$ cat config.mk
export PLATFORM = sky130hd
export DESIGN_NAME = circular_queue_with_front_insert_delete
export DESIGN_NICKNAME = d
export VERILOG_FILES = /design/src/rtl/cqfid_pkg.sv /design/src/rtl/cqfid_mem.sv /design/src/rtl/cqfid_ctrl.sv /design/src/rtl/circular_queue_with_front_insert_delete.sv
export SDC_FILE = /design/constraint.sdc
export NUM_CORES = 2
export LEC_CHECK = 0
export ABC_AREA = 1
export BUFFER_PORTS_ARGS = -buffer_cell sky130_fd_sc_hd__buf_2
export CAP_MARGIN = 10
export CORE_MARGIN = 1
export CORE_UTILIZATION = 35
export DETAILED_ROUTE_END_ITERATION = 8
export GPL_TIMING_DRIVEN = 0
export PLACE_DENSITY = 0.48
export SLEW_MARGIN = 0
export SYNTH_ARGS = -nofsm -noshare
export SYNTH_HDL_FRONTEND = slang
export SYNTH_SLANG_ARGS = --single-unit
$ cat constraint.sdc
create_clock -name clk -period 12.05 [get_ports clk]
set_input_delay 1.8075 -clock clk [delete_from_list [all_inputs] [get_ports clk]]
set_output_delay 1.8075 -clock clk [all_outputs]
set_load 0.005 [all_outputs]
$ cat src/rtl/cqfid_pkg.sv
// Shared types and constants for the circular queue with front insert and delete.
// Holds the request and status codes, the result record and the stream widths.
// No dependencies.
`default_nettype none

package cqfid_pkg;

    // Request kinds carried in s_tuser
    typedef enum logic [1:0] {
        REQ_APPEND     = 2'd0,
        REQ_POP        = 2'd1,
        REQ_PUSH_FRONT = 2'd2,
        REQ_DELETE     = 2'd3
    } req_t;

    // Result status codes
    typedef enum logic [1:0] {
        ST_OK    = 2'd0,
        ST_EMPTY = 2'd1,
        ST_FULL  = 2'd2,
        ST_RANGE = 2'd3
    } status_t;

    // Field widths fixed by the stream format
    localparam int VALUE_BITS    = 32;
    localparam int POS_BITS      = 6;
    localparam int LEN_BITS      = 7;
    localparam int REQ_BITS      = 2;
    localparam int S_TDATA_BITS  = 40;
    localparam int M_TDATA_BITS  = 48;

    // One result record
    typedef struct packed {
        logic [VALUE_BITS-1:0] removed_value;
        logic                  removed_valid;
        status_t               status;
        logic [LEN_BITS-1:0]   length;
        logic                  is_empty;
        logic                  is_full;
    } result_t;

endpackage

`default_nettype wire

$ cat src/rtl/cqfid_mem.sv
// Slot storage for the queue: one write port, one read port, registered read data.
// Contents are not reset. Depends on nothing.
`default_nettype none

module cqfid_mem #(
    parameter int DEPTH = 64,
    parameter int WIDTH = 32,
    localparam int AW   = $clog2(DEPTH)
) (
    input  wire logic             clk,
    input  wire logic             wr_en,
    input  wire logic [AW-1:0]    wr_addr,
    input  wire logic [WIDTH-1:0] wr_data,
    input  wire logic             rd_en,
    input  wire logic [AW-1:0]    rd_addr,
    output logic      [WIDTH-1:0] rd_data
);

    logic [WIDTH-1:0] mem [DEPTH];

    // Write port
    always_ff @(posedge clk)
    begin
        if (wr_en)
        begin
            mem[wr_addr] <= wr_data;
        end
    end

    // Read port, registered read data
    always_ff @(posedge clk)
    begin
        if (rd_en)
        begin
            rd_data <= mem[rd_addr];
        end
    end

endmodule

`default_nettype wire

$ cat src/rtl/cqfid_ctrl.sv
// Request sequencer for the queue: head and count registers, slot memory access,
// the gap-closing shift of a positional delete, and the output register.
// Depends on cqfid_pkg.
`default_nettype none

module cqfid_ctrl
    import cqfid_pkg::*;
#(
    parameter int DEPTH      = 64,
    parameter int ENTRY_BITS = 32,
    localparam int AW        = $clog2(DEPTH),
    localparam int CW        = $clog2(DEPTH + 1)
) (
    input  wire logic                  clk,
    input  wire logic                  rst_n,
    // request side
    input  wire logic                  req_valid,
    output logic                       req_ready,
    input  wire logic [REQ_BITS-1:0]   req_type,
    input  wire logic [VALUE_BITS-1:0] item_value,
    input  wire logic [POS_BITS-1:0]   position,
    // result side
    output logic                       res_valid,
    input  wire logic                  res_ready,
    output result_t                    res,
    // slot memory
    output logic                       mem_wr_en,
    output logic [AW-1:0]              mem_wr_addr,
    output logic [ENTRY_BITS-1:0]      mem_wr_data,
    output logic                       mem_rd_en,
    output logic [AW-1:0]              mem_rd_addr,
    input  wire logic [ENTRY_BITS-1:0] mem_rd_data
);

    localparam logic [AW:0]   DEPTH_W = (AW + 1)'(DEPTH);
    localparam logic [AW-1:0] LAST_IX = AW'(DEPTH - 1);
    localparam logic [CW-1:0] DEPTH_C = CW'(DEPTH);

    typedef enum logic [2:0] {
        S_IDLE,
        S_POP_CAP,
        S_DEL_CAP,
        S_DEL_SHIFT,
        S_RESULT
    } state_t;

    state_t          state_reg, state_next;
    logic [AW-1:0]   head_reg, head_next;
    logic [CW-1:0]   count_reg, count_next;
    logic [AW-1:0]   cur_reg, cur_next;
    logic [CW-1:0]   left_reg, left_next;
    result_t         pend_reg, pend_next;
    result_t         out_reg, out_next;
    logic            out_valid_reg, out_valid_next;

    logic [AW:0]     tail_sum;
    logic [AW-1:0]   tail_addr;
    logic [AW:0]     del_sum;
    logic [AW-1:0]   del_addr;
    logic [AW-1:0]   head_inc;
    logic [AW-1:0]   head_dec;
    logic [AW-1:0]   cur_inc;
    logic [AW-1:0]   cur_inc2;
    logic [VALUE_BITS-1:0] rd_value;
    logic            is_empty_now;
    logic            is_full_now;
    logic            pos_bad;
    req_t            req;

    // Build a result record from the new length
    function automatic result_t make_result(input logic [VALUE_BITS-1:0] value,
                                            input logic                  valid,
                                            input status_t               st,
                                            input logic [CW-1:0]         cnt);
        result_t r;
        r.removed_value = value;
        r.removed_valid = valid;
        r.status        = st;
        r.length        = LEN_BITS'(cnt);
        r.is_empty      = (cnt == '0);
        r.is_full       = (cnt == DEPTH_C);
        return r;
    endfunction

    // Address arithmetic: ring offsets stay below twice the depth
    always_comb
    begin
        tail_sum  = {1'b0, head_reg} + (AW + 1)'(count_reg);
        tail_addr = (tail_sum >= DEPTH_W) ? AW'(tail_sum - DEPTH_W) : AW'(tail_sum);
        del_sum   = {1'b0, head_reg} + (AW + 1)'(position);
        del_addr  = (del_sum >= DEPTH_W) ? AW'(del_sum - DEPTH_W) : AW'(del_sum);
        head_inc  = (head_reg == LAST_IX) ? '0 : head_reg + 1'b1;
        head_dec  = (head_reg == '0) ? LAST_IX : head_reg - 1'b1;
        cur_inc   = (cur_reg == LAST_IX) ? '0 : cur_reg + 1'b1;
        cur_inc2  = (cur_inc == LAST_IX) ? '0 : cur_inc + 1'b1;
    end

    assign rd_value     = VALUE_BITS'(mem_rd_data);
    assign is_empty_now = (count_reg == '0);
    assign is_full_now  = (count_reg == DEPTH_C);
    assign pos_bad      = (32'(position) >= 32'(count_reg));
    assign req          = req_t'(req_type);

    // Sequencer next state
    always_comb
    begin
        state_next     = state_reg;
        head_next      = head_reg;
        count_next     = count_reg;
        cur_next       = cur_reg;
        left_next      = left_reg;
        pend_next      = pend_reg;
        out_next       = out_reg;
        out_valid_next = out_valid_reg;
        mem_wr_en      = 1'b0;
        mem_wr_addr    = cur_reg;
        mem_wr_data    = mem_rd_data;
        mem_rd_en      = 1'b0;
        mem_rd_addr    = cur_inc;

        // output register drains independently
        if (out_valid_reg && res_ready)
        begin
            out_valid_next = 1'b0;
        end

        unique case (state_reg)
            S_IDLE:
            begin
                if (req_valid)
                begin
                    unique case (req) inside
                        REQ_APPEND, REQ_PUSH_FRONT:
                        begin
                            state_next = S_RESULT;
                            if (is_full_now)
                            begin
                                pend_next = make_result('0, 1'b0, ST_FULL, count_reg);
                            end
                            else
                            begin
                                mem_wr_en   = 1'b1;
                                mem_wr_data = ENTRY_BITS'(item_value);
                                if (is_empty_now)
                                begin
                                    head_next   = '0;
                                    mem_wr_addr = '0;
                                end
                                else if (req == REQ_APPEND)
                                begin
                                    mem_wr_addr = tail_addr;
                                end
                                else
                                begin
                                    head_next   = head_dec;
                                    mem_wr_addr = head_dec;
                                end
                                count_next = count_reg + 1'b1;
                                pend_next  = make_result('0, 1'b0, ST_OK, count_reg + 1'b1);
                            end
                        end
                        REQ_POP:
                        begin
                            if (is_empty_now)
                            begin
                                state_next = S_RESULT;
                                pend_next  = make_result('0, 1'b0, ST_EMPTY, count_reg);
                            end
                            else
                            begin
                                mem_rd_en   = 1'b1;
                                mem_rd_addr = head_reg;
                                state_next  = S_POP_CAP;
                            end
                        end
                        REQ_DELETE:
                        begin
                            if (is_empty_now)
                            begin
                                state_next = S_RESULT;
                                pend_next  = make_result('0, 1'b0, ST_EMPTY, count_reg);
                            end
                            else if (pos_bad)
                            begin
                                state_next = S_RESULT;
                                pend_next  = make_result('0, 1'b0, ST_RANGE, count_reg);
                            end
                            else
                            begin
                                mem_rd_en   = 1'b1;
                                mem_rd_addr = del_addr;
                                cur_next    = del_addr;
                                left_next   = count_reg - 1'b1 - CW'(position);
                                state_next  = S_DEL_CAP;
                            end
                        end
                    endcase
                end
            end

            // head entry is on the read port
            S_POP_CAP:
            begin
                count_next = count_reg - 1'b1;
                head_next  = (count_reg == CW'(1)) ? '0 : head_inc;
                pend_next  = make_result(rd_value, 1'b1, ST_OK, count_reg - 1'b1);
                state_next = S_RESULT;
            end

            // deleted entry is on the read port; start the shift if any
            S_DEL_CAP:
            begin
                pend_next.removed_value = rd_value;
                if (left_reg == '0)
                begin
                    count_next = count_reg - 1'b1;
                    if (count_reg == CW'(1))
                    begin
                        head_next = '0;
                    end
                    pend_next  = make_result(rd_value, 1'b1, ST_OK, count_reg - 1'b1);
                    state_next = S_RESULT;
                end
                else
                begin
                    mem_rd_en   = 1'b1;
                    mem_rd_addr = cur_inc;
                    state_next  = S_DEL_SHIFT;
                end
            end

            // move one entry forward per cycle, reading one ahead
            S_DEL_SHIFT:
            begin
                mem_wr_en   = 1'b1;
                mem_wr_addr = cur_reg;
                mem_wr_data = mem_rd_data;
                cur_next    = cur_inc;
                left_next   = left_reg - 1'b1;
                if (left_reg == CW'(1))
                begin
                    count_next = count_reg - 1'b1;
                    pend_next  = make_result(pend_reg.removed_value, 1'b1, ST_OK,
                                             count_reg - 1'b1);
                    state_next = S_RESULT;
                end
                else
                begin
                    mem_rd_en   = 1'b1;
                    mem_rd_addr = cur_inc2;
                end
            end

            // hand the result to the output register once it is free
            S_RESULT:
            begin
                if (!out_valid_reg || res_ready)
                begin
                    out_next       = pend_reg;
                    out_valid_next = 1'b1;
                    state_next     = S_IDLE;
                end
            end

            default:
            begin
                state_next = S_IDLE;
            end
        endcase
    end

    // State and registered outputs
    always_ff @(posedge clk or negedge rst_n)
    begin
        if (!rst_n)
        begin
            state_reg     <= S_IDLE;
            head_reg      <= '0;
            count_reg     <= '0;
            cur_reg       <= '0;
            left_reg      <= '0;
            pend_reg      <= '0;
            out_reg       <= '0;
            out_valid_reg <= 1'b0;
        end
        else
        begin
            state_reg     <= state_next;
            head_reg      <= head_next;
            count_reg     <= count_next;
            cur_reg       <= cur_next;
            left_reg      <= left_next;
            pend_reg      <= pend_next;
            out_reg       <= out_next;
            out_valid_reg <= out_valid_next;
        end
    end

    assign req_ready = (state_reg == S_IDLE);
    assign res_valid = out_valid_reg;
    assign res       = out_reg;

    // Checks
    ap_count_bound: assert property (@(posedge clk) disable iff (!rst_n)
        count_reg <= DEPTH_C)
        else $error("entry count above depth");

    ap_empty_head: assert property (@(posedge clk) disable iff (!rst_n)
        (count_reg == '0) |-> (head_reg == '0))
        else $error("empty queue with nonzero head");

    ap_rw_apart: assert property (@(posedge clk) disable iff (!rst_n)
        (mem_wr_en && mem_rd_en) |-> (mem_wr_addr != mem_rd_addr))
        else $error("read and write to the same slot in one cycle");

    ap_removed_ok: assert property (@(posedge clk) disable iff (!rst_n)
        (out_valid_reg && out_reg.removed_valid) |-> (out_reg.status == ST_OK))
        else $error("removed entry reported on a refused request");

    ap_shift_only_when_busy: assert property (@(posedge clk) disable iff (!rst_n)
        (state_reg == S_DEL_SHIFT) |-> (left_reg != '0))
        else $error("shift step with nothing left to move");

endmodule

`default_nettype wire

$ cat src/rtl/circular_queue_with_front_insert_delete.sv
// Circular queue with append, remove head, front insert and positional delete.
// Flow: append, front insert and refusals go through S_RESULT to the output register; remove head
// first captures the head slot in S_POP_CAP; a positional delete captures the entry in S_DEL_CAP,
// then closes the gap in S_DEL_SHIFT, one slot moved per cycle. A request is taken only in S_IDLE,
// so one request is in flight at a time, and a held result stalls the input. Reset clears head,
// count and handshake state; slot memory is not cleared. Depends on cqfid_pkg, cqfid_ctrl, cqfid_mem.
`default_nettype none

module circular_queue_with_front_insert_delete
    import cqfid_pkg::*;
#(
    parameter int DEPTH      = 64,
    parameter int ENTRY_BITS = 32
) (
    input  wire logic                    clk,
    input  wire logic                    rst_n,
    // request stream
    input  wire logic                    s_tvalid,
    output logic                         s_tready,
    input  wire logic [S_TDATA_BITS-1:0] s_tdata,  // item_value[31:0], position[37:32], zero pad
    input  wire logic [REQ_BITS-1:0]     s_tuser,  // req_type[1:0]
    // result stream
    output logic                         m_tvalid,
    input  wire logic                    m_tready,
    output logic [M_TDATA_BITS-1:0]      m_tdata,  // removed_value[31:0], status[33:32],
                                                   // length[40:34], is_empty[41], is_full[42],
                                                   // zero pad
    output logic [0:0]                   m_tuser   // removed_valid[0]
);

    localparam int AW = $clog2(DEPTH);

    logic                  mem_wr_en;
    logic [AW-1:0]         mem_wr_addr;
    logic [ENTRY_BITS-1:0] mem_wr_data;
    logic                  mem_rd_en;
    logic [AW-1:0]         mem_rd_addr;
    logic [ENTRY_BITS-1:0] mem_rd_data;
    result_t               res;

    cqfid_ctrl #(
        .DEPTH      (DEPTH),
        .ENTRY_BITS (ENTRY_BITS)
    ) u_ctrl (
        .clk         (clk),
        .rst_n       (rst_n),
        .req_valid   (s_tvalid),
        .req_ready   (s_tready),
        .req_type    (s_tuser),
        .item_value  (s_tdata[VALUE_BITS-1:0]),
        .position    (s_tdata[VALUE_BITS +: POS_BITS]),
        .res_valid   (m_tvalid),
        .res_ready   (m_tready),
        .res         (res),
        .mem_wr_en   (mem_wr_en),
        .mem_wr_addr (mem_wr_addr),
        .mem_wr_data (mem_wr_data),
        .mem_rd_en   (mem_rd_en),
        .mem_rd_addr (mem_rd_addr),
        .mem_rd_data (mem_rd_data)
    );

    cqfid_mem #(
        .DEPTH (DEPTH),
        .WIDTH (ENTRY_BITS)
    ) u_mem (
        .clk     (clk),
        .wr_en   (mem_wr_en),
        .wr_addr (mem_wr_addr),
        .wr_data (mem_wr_data),
        .rd_en   (mem_rd_en),
        .rd_addr (mem_rd_addr),
        .rd_data (mem_rd_data)
    );

    // Pack the result stream
    assign m_tdata = {5'b0, res.is_full, res.is_empty, res.length, res.status,
                      res.removed_value};
    assign m_tuser = res.removed_valid;

endmodule

`default_nettype wire
Yosys cells after proc, flatten, opt, wreduce, memory -nomap -nowiden
Memories as Yosys holds them, arrays and structs flattened. A register that Yosys moved wholly into a read port is not among the register bits.
Cells that the tools add are included.
Storage, ports and cells
  register bits: 118
  RAM bits: 2048
  output and inout bits: 51
  memories kept: 1
Operators by class
  add/sub/neg operators: 12
  order comparisons: 3
  eq/ne operators: 28
  muxes and demuxes: 83
  bitwise logic cells: 1
  reduce and logical (&&, ||, !) cells: 21
Memories
  u_mem.mem: words 64, bits a word 32, read ports 1, clocked after Yosys merged registers in 1, wr ports 1, line cqfid_mem.sv:19  | logic [WIDTH-1:0] mem [DEPTH];
Operators by type and width (number)
  two-way mux 44 bit: 4
  one-hot mux 44 bit (4 select lines): 1
  two-way mux 6 bit: 29
  one-hot mux 44 bit (3 select lines): 1
  two-way mux 32 bit: 4
  two-way mux 7 bit: 9
  one-hot mux 6 bit (2 select lines): 3
  zero test 7 bit: 4
  one-hot mux 7 bit (4 select lines): 1
  two-way mux 12 bit: 2
  == test 7 bit (second input constant): 3
  two-way mux 3 bit: 7
  adder 6 x 1 -> 6 bit (second input constant): 3
  == test 6 bit (second input constant): 3
  one-hot mux 6 bit (3 select lines): 1
  subtractor 6 x 1 -> 6 bit (second input constant): 3
  one-hot mux 3 bit (5 select lines): 1
  == test 7 x 1 -> 1 bit (second input constant): 2
  >= comparator 7 bit (second input constant): 2
  two-way mux 1 bit: 14
  one-hot mux 7 bit (2 select lines): 1
  subtractor 7 x 1 -> 7 bit (second input constant): 2
  != test 2 x 1 -> 1 bit (second input constant): 6
  AND reduction 6 bit: 2
  other kinds (32): 40

Logic depth before layout (Yosys ltp)
  depth after elaboration: 9
  depth in mapped cells: 25
  depth with buffers taken out: 23

Modules after synthesis
A second synthesis with hierarchy kept.
Unflattened totals
  cell total of the unflattened synthesis: 7819
  area total of the unflattened synthesis: 90956.0 µm²
By module, submodules not included
  cqfid_mem: times used 1, cells each 6779, area each 83044.6 µm², sequential area each 62459.9 µm²
  cqfid_ctrl: times used 1, cells each 1034, area each 7870.0 µm², sequential area each 2952.8 µm²
  circular_queue_with_front_insert_delete: times used 1, cells each 6, area each 41.3 µm², sequential area each 0.0 µm²

Least setup slack after synthesis
No wires, ideal clock.
  path kind: in2reg
  start: input port s_tuser[0]
  end: memory u_mem.mem[0][0] (data pin)
  setup time: 0.702 ns
  arrival time: 5.182 ns
  data required time: 11.348 ns
  slack: 6.166 ns
  cell stages on the path: 7
  path buffers: 3
  cell sequence: buf_2 -> nor2_2 -> nand3_1 -> inv_1 -> clkbuf_1 -> clkbuf_1 -> o21ai_0
Between the ends
  cells in the longest elaborated chain, start to end: 5
  elaborated cells between the ends (all ways): 6
  those cells by class: eq/ne: 1; mux: 3; reduce/logical: 2
Ends and longest elaborated chain
  from (decl): line circular_queue_with_front_insert_delete.sv:21  | input wire logic [REQ_BITS-1:0] s_tuser,
  == test 2 bit (no line) / zero test 2 bit (equally long branches)
  OR reduction 2 bit (*): line cqfid_ctrl.sv:132  | unique case (req) inside
  two-way mux 32 bit (*): line cqfid_ctrl.sv:132
  two-way mux 32 bit (*): line cqfid_ctrl.sv:130  | if (req_valid)
  two-way mux 32 bit (*): line cqfid_ctrl.sv:127  | unique case (state_reg)
  via mem_wr_data[0]: line circular_queue_with_front_insert_delete.sv:35  | logic [ENTRY_BITS-1:0] mem_wr_data;
  to (decl): line cqfid_mem.sv:19
Mark *: on every way through the listed nets, which the timed path passes. The rest lies on a longest branch.

Worst setup path after layout
  start: input port s_tdata[37]
  end: register u_mem.rd_data[9] (read register of u_mem.mem) (data pin)
Between the ends
  cells in the longest elaborated chain, start to end: 8
  elaborated cells between the ends (all ways): 15
  those cells by class: add/sub: 2; order compare: 2; mux: 11
Ends and longest elaborated chain
  from (decl): line circular_queue_with_front_insert_delete.sv:20  | input wire logic [S_TDATA_BITS-1:0] s_tdata,
  adder 6 x 6 -> 7 bit: line cqfid_ctrl.sv:90  | del_sum = {1'b0, head_reg} + (AW + 1)'(position);
  subtractor 6 x 1 -> 6 bit / >= comparator 7 bit (equally long branches): line cqfid_ctrl.sv:91  | del_addr = (del_sum >= DEPTH_W) ? AW'(del_sum - DEPTH_W) : AW'(del_sum);
  two-way mux 6 bit: line cqfid_ctrl.sv:91
  two-way mux 6 bit: line cqfid_ctrl.sv:183  | else if (pos_bad)
  two-way mux 6 bit: line cqfid_ctrl.sv:178  | if (is_empty_now)
  one-hot mux 6 bit (2 select lines): line cqfid_ctrl.sv:132
  two-way mux 6 bit: line cqfid_ctrl.sv:130
  one-hot mux 6 bit (2 select lines): line cqfid_ctrl.sv:127
  to (decl): line cqfid_mem.sv:16  | output logic [WIDTH-1:0] rd_data
Parallel ways exist; a longest one is shown, timed or not.
A chain may end at the register's enable or synchronous reset.

==> impl_metrics.yaml <==
placement:
  place_congestion: 0.961
  post-place-ws_ps: 5000
  dpl_cell_area_mm2: 0.109
  dp_hpwl_um: 312000
  port_buffers: 88
timing:
  slew_headroom_pct: 6.18
  fin_crit_sh_pct: 53.9
  setup_viol: 0
  drv_slew: 0
  hold_ws_ps: 476
  fmax_mhz: 154
  fin_setup_tns_ps: 0
  finClkSkew_ps: 76.2
  worst_pin_slew_ps: 1410
  min_period_ps: 6490
  hold_viol: 0
  setup_ws_ps: 5560
  grt_setup_unrepaired: "false"
clock_tree:
  cts_inserted_buffers: 268
  cts-root-buf: "clkbuf_16"
  clk_path_buf_depth: 4
  numClockSinks: 2198
  hold_buffers: 0
  clk_latency_ps: 910
  post_cts_buffers: 0
  cts_resized: 0
  clkTransAtPathRegs_ps: 60
  cts_tree: "done"
  htreeDepth: 5
synthesis:
  ys_warn_count: 0
  post-synth-top-count-cell: "nand3_1"
  synth_commonest_cells: "nand3_1, edfxtp_1, nand2_1"
  syn_area_mm2: 0.0981
  synth_cell_types: 44
  async_reset_ff_share_pct: 5.37
  avgSynthCellArea_um2: 10.7
  synth.top_cell.area_share_pct: 63.7
  synth_cells: 9144
  yosysTopAreaCell: "edfxtp_1"
  synth_edf_count: 2080
  seq_area_frac_synth_pct: 66.7
  synth_seq_cells: 2198
  synth-main-ff-cell: "edfxtp_1"
  netlist_top_cells_area: "edfxtp_1, nand3_1, nand2_1"
floorplan:
  initial_core_util_pct: 35.3
  die_y_um: 531
  ios: 97
  row_count: 193
  die_w_um: 531
  core_area_mm2: 0.277
  die_area_mm2: 0.282
setup_path:
  cp-end-kind: "register"
  crit_arrival_ps: 7020
  worstPathMaxFanout: 10
  worst_ep_required_time_ps: 12580
  setup.worst_path.start_class: "input port"
  critPathKind: "input port to register"
final_layout:
  nFillCells: 26200
  final_design_area_no_fill_mm2: 0.117
  drive_above_1_share_pct: 11.6
  area_growth_pct: 19.2
  largest_reg_flops: 2048
  nets: 9800
global_route:
  grt_usage_pct: 29.5
  grt_overflow_total: 0
  grt_first_pass_wirelength_um: 575000
  antenna_found_initial: 49
  grt_max_degree: 79
  grt_pass1_vias: 68900
route:
  drcViolationCount: 0
  drt_iter0_drc: 10600
  ant_nets: 0
  wirelength_um: 426000
  dr.pass1.iters: 8
  viasPerCell: 5.48
  vias: 74700
  wl_per_cell_um: 31.3
flow_run:
  maxCapViolations: 0
outcome:
  status: "complete, no violations"
hold_path:
  hold_class: "register to register"
==> routing by layer <==
| metal | track usage (%) | up-vias | routed length, um |
|---|---|---|---|
| met4 | 15.5 | 16 | 26100 |
| li1 | - | 32100 | - |
| met5 | 0 | - | 89 |
| met3 | 6.57 | 965 | 43900 |
| met1 | 39.0 | 37200 | 168000 |
| met2 | 45.1 | 4397 | 188000 |
==> logic make-up after synthesis <==
family          synth area share (%)
simple gates                    22.6
flops                           66.7
buf+inv                         8.55
compound gates                  1.38
fa+ha+maj                      0.482
xor+xnor                       0.205
mux                           0.0230
other cells                  0.00382
==> worst paths after layout <==
check                                                 from                              end  slack, ps  cells past startpoint
max in group asynchronous                            rst_n  u_ctrl.count_reg[5]$_DFFE_PN0P_      10440                      2
min reg2reg                      u_ctrl.res[8]$_DFFE_PN0P_        u_ctrl.res[8]$_DFFE_PN0P_        480                      2
max reg2reg                u_ctrl.count_reg[3]$_DFFE_PN0P_       u_mem.rd_data[9]$_DFFE_PP_       5800                     19
max                                            s_tdata[37]       u_mem.rd_data[9]$_DFFE_PP_       5560                     19
min                              u_ctrl.res[8]$_DFFE_PN0P_        u_ctrl.res[8]$_DFFE_PN0P_        480                      2
min in group asynchronous                            rst_n       u_ctrl.res[32]$_DFFE_PN0P_        810                      1
==> final cells by class <==
cell class                      count  area, um2  share of cell area, %
Sequential cell                  2198      65400                   56.0
Timing Repair Buffer              300       5000                   4.28
Clock inverter                    116        968                  0.829
Tap cell                         3705       4640                   3.97
Buffer                            567       2720                   2.33
Multi-Input combinational cell   4873      25100                   21.5
Inverter                         1510       5670                   4.85
Antenna cell                       21       52.6                 0.0450
Clock buffer                      350       7290                   6.24
==> worst max-delay path: stages <==
cell and delay [ps]:
buf_2 140, ha_1 290, inv_1 50, nor3_1 260, nand2_1 180, nand3_1 250, o22ai_1 130, nand2_1 80
o21ai_0 80, nand2_1 70, nand2_1 450, inv_1 280, buf_2 600, clkbuf_1 970, nand3_1 180, nand3_1 120
nand3_1 420, nand3_1 310, nand2_1 270
==> placed cells by master (no fill, tap or decap), types with 6 or more instances in the layout <==
cell type | netlist | layout
nand3_1 | 2147 | 2147
clkbuf_16 | 0 | 280
buf_2 | 358 | 446
bufinv_16 | 0 | 13
nor2_4 | 1 | 65
inv_6 | 0 | 6
o22ai_1 | 39 | 39
clkinv_1 | 2 | 60
o21ai_0 | 133 | 101
nor2_1 | 145 | 81
buf_16 | 0 | 52
o21ai_4 | 0 | 32
xnor2_1 | 6 | 6
inv_1 | 1495 | 1495
buf_6 | 15 | 17
nand2_1 | 1638 | 1638
a21oi_1 | 31 | 31
edfxtp_1 | 2080 | 2080
nor3_1 | 8 | 8
o221ai_1 | 6 | 6
ha_1 | 33 | 33
o211ai_1 | 10 | 10
clkinv_2 | 0 | 26
xor2_1 | 17 | 17
buf_4 | 7 | 11
buf_1 | 49 | 48
dfrtp_1 | 118 | 118
diode_2 | 0 | 21
clkinv_8 | 0 | 9
buf_12 | 0 | 150
inv_2 | 13 | 13
clkbuf_1 | 138 | 204
a22oi_1 | 6 | 6
nand3b_1 | 609 | 609
==> per-stage QoR <==
stage	utilization [%]	instances
finish	42.1	13600
global route	42.1	13600
CTS	42.1	13600
detailed placement	39.1	13200
global placement	37.2	12900
floorplan	-	9148
Power is not shown: default switching activity piles up to over one toggle a cycle in this logic, so the estimate is an artifact.
